### src/design/ttdg_pkg.sv
// Shared types and constants for the depth-preferred transposition table.
`timescale 1ns / 1ps

package ttdg_pkg;

    // Default number of index bits, which sets the table depth.
    localparam int INDEX_BITS_DEF = 16;

    // Width of the table_log2 register and its reset value.
    localparam int LOG2_W     = 5;
    localparam int LOG2_RESET = 16;

    // The fill estimate samples at most this many leading entries.
    localparam int SAMPLE_MAX  = 1000;
    localparam int SAMPLE_LOG2 = 10;
    localparam int COUNT_W     = 10;

    // Configuration register map (byte address bit 2 selects the register).
    localparam int PADDR_W = 3;
    localparam logic ADDR_TABLE_LOG2 = 1'b0;

    // Command codes.
    typedef enum logic [1:0] {
        CMD_PROBE  = 2'd0,
        CMD_STORE  = 2'd1,
        CMD_NEWGEN = 2'd2,
        CMD_CLEAR  = 2'd3
    } cmd_t;

    // Controller states.
    typedef enum logic [1:0] {
        ST_IDLE,
        ST_ACCESS,
        ST_CLEAR
    } state_t;

    // One table entry: key plus stored payload.
    typedef struct packed {
        logic [31:0]        key;
        logic [7:0]         gen;
        logic [1:0]         flag;
        logic [7:0]         depth;
        logic [7:0]         to_sq;
        logic [7:0]         from_sq;
        logic signed [15:0] score;
    } entry_t;

    // Commands from the controller to the datapath.
    typedef struct packed {
        logic load;        // capture an accepted word and read its entry
        logic access;      // update cycle of an accepted word
        logic clear_step;  // write one empty entry of the clearing pass
        logic cfg_wr;      // table_log2 write, restarts the clearing pass
    } ctrl_t;

    // Status from the datapath to the controller.
    typedef struct packed {
        logic cmd_clear;   // captured word is a clear command
        logic clear_last;  // clearing pass is at its last entry
    } stat_t;

endpackage

### src/design/ttdg_ctrl.sv
// Controller state machine for the transposition table.
`timescale 1ns / 1ps

module ttdg_ctrl
(
    input  logic                          clk,
    input  logic                          rst_n,
    input  logic                          start,
    input  logic                          psel,
    input  logic                          penable,
    input  logic                          pwrite,
    input  logic [ttdg_pkg::PADDR_W-1:0]  paddr,
    input  ttdg_pkg::stat_t               stat,
    output ttdg_pkg::ctrl_t               ctrl,
    output logic                          busy,
    output logic                          done
);
    import ttdg_pkg::*;

    state_t state_reg;
    state_t state_next;
    logic   reply_reg;
    logic   reply_next;
    logic   done_reg;
    logic   done_next;
    logic   cfg_wr;
    logic   accept;

    // Decode a completed write to the table_log2 register.
    assign cfg_wr = psel && penable && pwrite && (paddr[2] == ADDR_TABLE_LOG2);
    assign busy   = (state_reg != ST_IDLE) || cfg_wr;
    assign accept = start && !busy;

    // Next state.
    always_comb
    begin
        state_next = state_reg;
        if (cfg_wr)
        begin
            state_next = ST_CLEAR;
        end
        else
        begin
            unique case (state_reg)
                ST_IDLE:
                begin
                    if (accept)
                    begin
                        state_next = ST_ACCESS;
                    end
                end
                ST_ACCESS:
                begin
                    state_next = stat.cmd_clear ? ST_CLEAR : ST_IDLE;
                end
                ST_CLEAR:
                begin
                    if (stat.clear_last)
                    begin
                        state_next = ST_IDLE;
                    end
                end
                default:
                begin
                    state_next = ST_IDLE;
                end
            endcase
        end
    end

    // Outputs toward the datapath and the result strobe.
    always_comb
    begin
        ctrl.load       = accept;
        ctrl.access     = 1'b0;
        ctrl.clear_step = 1'b0;
        ctrl.cfg_wr     = cfg_wr;
        reply_next      = reply_reg;
        done_next       = 1'b0;
        unique case (state_reg)
            ST_IDLE:
            begin
                reply_next = 1'b0;
            end
            ST_ACCESS:
            begin
                ctrl.access = 1'b1;
                reply_next  = stat.cmd_clear;
                done_next   = !stat.cmd_clear;
            end
            ST_CLEAR:
            begin
                ctrl.clear_step = 1'b1;
                if (stat.clear_last && !cfg_wr)
                begin
                    done_next  = reply_reg;
                    reply_next = 1'b0;
                end
            end
            default:
            begin
                reply_next = 1'b0;
            end
        endcase
    end

    // State registers; reset starts the clearing pass.
    always_ff @(posedge clk or negedge rst_n)
    begin
        if (!rst_n)
        begin
            state_reg <= ST_CLEAR;
            reply_reg <= 1'b0;
            done_reg  <= 1'b0;
        end
        else
        begin
            state_reg <= state_next;
            reply_reg <= reply_next;
            done_reg  <= done_next;
        end
    end

    assign done = done_reg;

    // An accepted word always moves on to its update cycle.
    a_accept_access: assert property (@(posedge clk) disable iff (!rst_n)
        accept |=> (state_reg == ST_ACCESS))
        else $error("accepted word did not reach the update cycle");

    // A result only follows an update cycle or the end of a clearing pass.
    a_done_source: assert property (@(posedge clk) disable iff (!rst_n)
        done_reg |-> ($past(state_reg) == ST_ACCESS || $past(state_reg) == ST_CLEAR))
        else $error("result strobe without a finished word");

    // Every command other than clear answers right after its update cycle.
    a_access_done: assert property (@(posedge clk) disable iff (!rst_n)
        (state_reg == ST_ACCESS && !stat.cmd_clear && !cfg_wr) |=> done_reg)
        else $error("update cycle gave no result");

endmodule

### config.mk
export PLATFORM = sky130hd
export DESIGN_NAME = ttdg_ctrl
export DESIGN_NICKNAME = d
export VERILOG_FILES = /design/src/design/ttdg_pkg.sv /design/src/design/ttdg_ctrl.sv
export SDC_FILE = /design/constraint.sdc
export NUM_CORES = 1
export LEC_CHECK = 0
export BUFFER_PORTS_ARGS = -buffer_cell sky130_fd_sc_hd__buf_2
export CAP_MARGIN = 0
export CORE_AREA = 3 3 40 42
export CTS_CLUSTER_SIZE = 20
export DETAILED_ROUTE_END_ITERATION = 6
export DIE_AREA = 0 0 43 45
export GPL_ROUTABILITY_DRIVEN = 0
export PLACE_DENSITY = 0.52
export SYNTH_ARGS = -nofsm -noshare
export SYNTH_HDL_FRONTEND = slang
export SYNTH_SLANG_ARGS = --single-unit
### constraint.sdc
create_clock -name clk -period 1.33 [get_ports clk]
set_input_delay 0.0665 -clock clk [delete_from_list [all_inputs] [get_ports clk]]
set_output_delay 0.0665 -clock clk [all_outputs]
set_load 0.1 [all_outputs]
* Word level (Yosys, flattened, before mapping)
Cells that the tools add are included.
** Word-level totals
- Register bits after elaboration :: 4
- Latch bits :: 0
- Memory bits (writable) :: 0
- Memory bits (read-only) :: 0
- Input port bits :: 11
- Output and inout bits :: 6
- Word-level logic and storage cells :: 32
- Memories kept :: 0
** Operators by class
- $add $sub $neg :: 0
- Multiply operators :: 0
- Div/mod/pow operators :: 0
- Order comparisons :: 0
- Eq/ne operators :: 5
- Shift operators :: 0
- Multiplexer cells :: 11
- Bitwise logic cells :: 1
- Reduce and logical (&&, ||, !) cells :: 12
** Operators by type and width (count)
- two-way mux 2 bit :: 4
- != test 3 bit, second input constant :: 2
- one-hot mux 2 bit (3 select lines) :: 1
- logical AND 1 bit :: 5
- two-way mux 1 bit :: 4
- one-hot mux 1 bit (2 select lines) :: 2
- zero test 1 bit :: 3
- == test 2 x 1 -> 1 bit, second input constant :: 1
- == test 2 bit, second input constant :: 1
- zero test 2 bit :: 1
- != test 2 bit, second input constant :: 1
- AND reduction 2 bit :: 1
- nonzero test 2 bit :: 1
- logical OR 1 bit :: 1
- inverter 1 bit :: 1

* Depth between registers and ports, before layout
- Depth after elaboration :: 9
- Depth in mapped cells :: 5
- Gate-level depth less buffers :: 5

* Least setup slack after synthesis
Ideal clock, no wire load.
- Path type :: reg2reg
- From :: reg state_reg[1]
- To :: reg reply_reg
- Library setup time :: 0.128 ns
- Arrival time :: 1.974 ns
- Data required time :: 1.202 ns
- Path slack :: -0.772 ns
- Cell stages (with the launch flop) :: 4
- Path buffers :: 0
- Period minus slack after synthesis :: 2.102 ns
- Cell sequence :: dfstp_2 -> ha_1 -> a21boi_2 -> mux2_1
** On the way
- Cells in the longest elaborated chain, start to end :: 2
- Elaborated cells on any way between the ends :: 4
- Classes of those cells :: eq/ne (3); mux (1)
** RTL lines
- start, declared :: line ttdg_ctrl.sv:20 : state_t state_reg;
- start signal, assigned :: line ttdg_ctrl.sv:118 : state_reg <= state_next;
- == test 2 bit / == test 2 x 1 -> 1 bit (equally long branches) :: line ttdg_ctrl.sv:80 : unique case (state_reg)
- one-hot mux 1 bit (2 select lines) / != test 2 bit (equally long branches)
- end signal, assigned :: line ttdg_ctrl.sv:119 : reply_reg <= reply_next;
- end, declared :: line ttdg_ctrl.sv:22 : logic reply_reg;
Several ways; a longest one is shown, not always the timed one.
A chain may end at the register's enable or synchronous reset.

* Worst setup path after layout
- From :: reg state_reg[1]
- To :: out busy
** On the way
- Cells in the longest elaborated chain, start to end :: 2
** RTL lines
- nonzero test 2 bit :: line ttdg_ctrl.sv:31 : assign busy = (state_reg != ST_IDLE) || cfg_wr;
- logical OR 1 bit :: line ttdg_ctrl.sv:31
- end, declared :: line ttdg_ctrl.sv:15 : output logic busy,
Every way passes these cells.

==> summary.md <==
| Metric | Value |
|---|---|
| Status | finished, violations left |
| Failing checks | setup timing |
| Grt ovf | 0 |
| Post-synthesis sequential area ratio | between 30% and 40% |
| HP Class | input port to flop |
| Initial DRC Count | 1 |
| Net count after synthesis | between 40 and 50 |
| CTS clk-pin slew, worst paths | roughly 40 ps |
| Peak VDD IR | ~1.4 mV |
| CTS root buffer | clkbuf_4 |
| Setup violators final | 5 |
| Total Power | ~0.0018 W |
| Top Ports | 17 |
| Die area | around 0.0019 mm2 |
| Fin cells | 67 |
| WS Path Type | flop to output port |
| Final Hold Vio Count | 0 |
| Mapped Avg Cell Area | about 11 um2 |
| Routed Wire Length | 735 um |
| Yosys cell types | 20 |
| Required time of the worst setup path | around 1300 ps |
| Clk sink count | 4 |
| Sequential power share | 11.8% |
| Share of cells above drive strength 1 | between 70% and 80% |
| Initial Util | a little under a quarter |
| Post-layout instance area | just over 600 um2 |
| Die Y | approximately 45 um |
| Int Pwr | between 0.0008 and 0.0009 W |
| Reg-to-Reg Start | state_reg[1]$_DFFE_PN1P_ |
| CTS Buf Count | 3 |
| # fillers | 128 |
| Max Cap Viol | 0 |
| Hold WS | between 100 and 150 ps |
| Crit path launch type | flop |
| DP Worst Slack | -82.5 ps |
| Critical Path AT | ~1400 ps |
| YS warnings | 0 |
| Vias per inst | 4.28 |
| Yosys reg bits | 4 |
| Antenna Violating Nets Remaining | 0 |
| Fin worst setup slack | -89.1 ps |
| Worst path max stage delay | between 500 and 600 ps |
| Largest net degree at the start of global routing | 6 |
| Commonest non-fill, non-tap cell in the layout | buf_2 |
| Tot GR Track Use | 8.60% |
| DP HPWL | between 500 and 600 um |
| Die X | 43 um |
| Final critical path time including I/O delays and setup | about 1400 ps |
| Number of flip-flops in the largest register | 2 |
| Worst path slowest cell | dfstp_2 |
| Worst hold start | stat[1] |
| Clk buf depth | 2 |
| Drt drc | 0 |
| CTS tree | yes |
| Dpl cell area | roughly 490 um2 |
| Vias in the first global route | 289 |
| Slew HR | between 60% and 70% |
| Clk pwr share | just under 10% |
| P&R area growth vs syn | 99.2% |
| First-pass GRT wire length | ~1200 um |
| H-tree depth | 1 |
| Power Density | around 2900 mW/mm2 |
| Row Count | 13 |
| Crit end category | output port |
| Unrepaired setup endpoints after global routing | yes |
| Max FO, Critical Path | 4 |
| N_diodes | 0 |
| Combinational Power Share | 78.3% |
| Core ar. | about 0.0013 mm2 |
| Via count | between 200 and 300 |
| Most frequent cells in the layout | 10 x buf_2, 5 x buf_4, 4 x buf_12 |
| Slew @ Worst Pin | between 400 and 500 ps |
| Achievable Freq | 705 MHz |
| Nets | 67 |
| Clock skew | approximately 1.4 ps |
| Inst Count DP | 60 |
| IO Port Bufs | 14 |
| 1st-pass router iterations | 2 |
| Worst skew pair latency | 250 ps |
| Crit share post-route | 107% |
| Synthesized cell area | between 300 and 400 um2 |
| Worst Setup SP | state_reg[1]$_DFFE_PN1P_ |
| Slew Viols, Final | 0 |
| Switch share | roughly half |
| Syn Inst Count | 28 |
| Worst path cell trace | inv_4 > ha_4 > buf_6 > nand2_4 > buf_12 |
| Leak pwr | 0.294 nW |
| WL per Instance | 11.0 um |
| Initial antenna violation count | 0 |
| Sw Pwr | around 0.00089 W |
-- Yosys cell counts, drive strengths merged --
library cell | number | area share, %
mux2 | 1 | 3.7
a21oi | 2 | 4.5
a21boi | 2 | 6.1
nand4b | 1 | 7.8
dfstp | 1 | 8.6
nand2 | 1 | 1.2
and3 | 1 | 2.1
inv | 4 | 4.9
a211oi | 1 | 2.5
buf | 2 | 4.9
ha | 3 | 12
nand4 | 1 | 2.1
dfrtp | 3 | 25
a311o | 1 | 3.3
nand2b | 3 | 9.4
and2 | 1 | 2.1
-- critical path, delay by kind of cell, from the launching register on --
kind                       cells  cell delay (ps)
DFF                            1              550
buffers and inverters          3              330
adders and majority gates      1              160
and+or+nand+nor                1               50
-- timing repair --
item                                   4_1_cts  5_1_grt
buffers inserted                             3        0
setup endpoints to repair                    5        6
resized for setup                           15        2
hold buffers                                 1        0
endpoints found under the hold margin        4        0
pin swaps                                    1        2
-- kinds of logic (layout without fill, tap and decap cells) --
group,after synthesis,count (layout),synth area share (%)
mux,1,1,3.69
fa+ha+maj,3,3,12.3
compound gates,6,6,16.4
buf+inv,6,30,9.83
flops,4,4,33.2
simple gates,8,8,24.6
-- metal layers --
| metal | vias to the layer above | wire length, um | global-route usage (%) |
|---|---|---|---|
| met5 | - | 0 | 0 |
| met4 | 0 | 27 | 7.23 |
| met3 | 2 | 31 | 1.20 |
| met2 | 7 | 382 | 15.0 |
| met1 | 136 | 294 | 9.25 |
| li1 | 142 | - | - |
-- worst paths after layout --
check                                            to  slack, ps  depth (start not counted)
max in group asynchronous  state_reg[1]$_DFFE_PN1P_        970                          2
min reg2reg                   reply_reg$_DFFE_PN0P_        510                          1
max reg2reg                   reply_reg$_DFFE_PN0P_        -60                          4
min                                  done$_DFF_PN0_        100                          3
min in group asynchronous            done$_DFF_PN0_        160                          2
max                                            busy        -90                          5
-- through the flow --
step	setup TNS (ps)	util [%]
floorplan	-285	-
global placement	-84.1	38.3
detailed placement	-109	38.3
CTS	-329	46.6
global route	-524	47.3
finish	-324	47.3
-- area by class of cell --
cell class,instances,area (um2),area share (%)
clock buffers,4,26.3,4.32
inverters,4,17.5,2.88
multi-input cells,18,244,40.1
flip-flops and latches,4,101,16.7
well taps,15,18.8,3.09
repair buffers,22,200,32.9
-- power by group through the flow --
stage / Combinational (W) / Sequential (W) / Clock, W
after detailed placement: 0.00114 / 0.000207 / 0
after floorplan: 0.000752 / 0.000267 / 0
after global routing: 0.00146 / 0.000217 / 0.000185
after global placement: 0.00113 / 0.000207 / 0
after CTS: 0.00138 / 0.000208 / 0.000186
final: 0.00140 / 0.000210 / 0.000177
(Power assumes the default switching activity.)
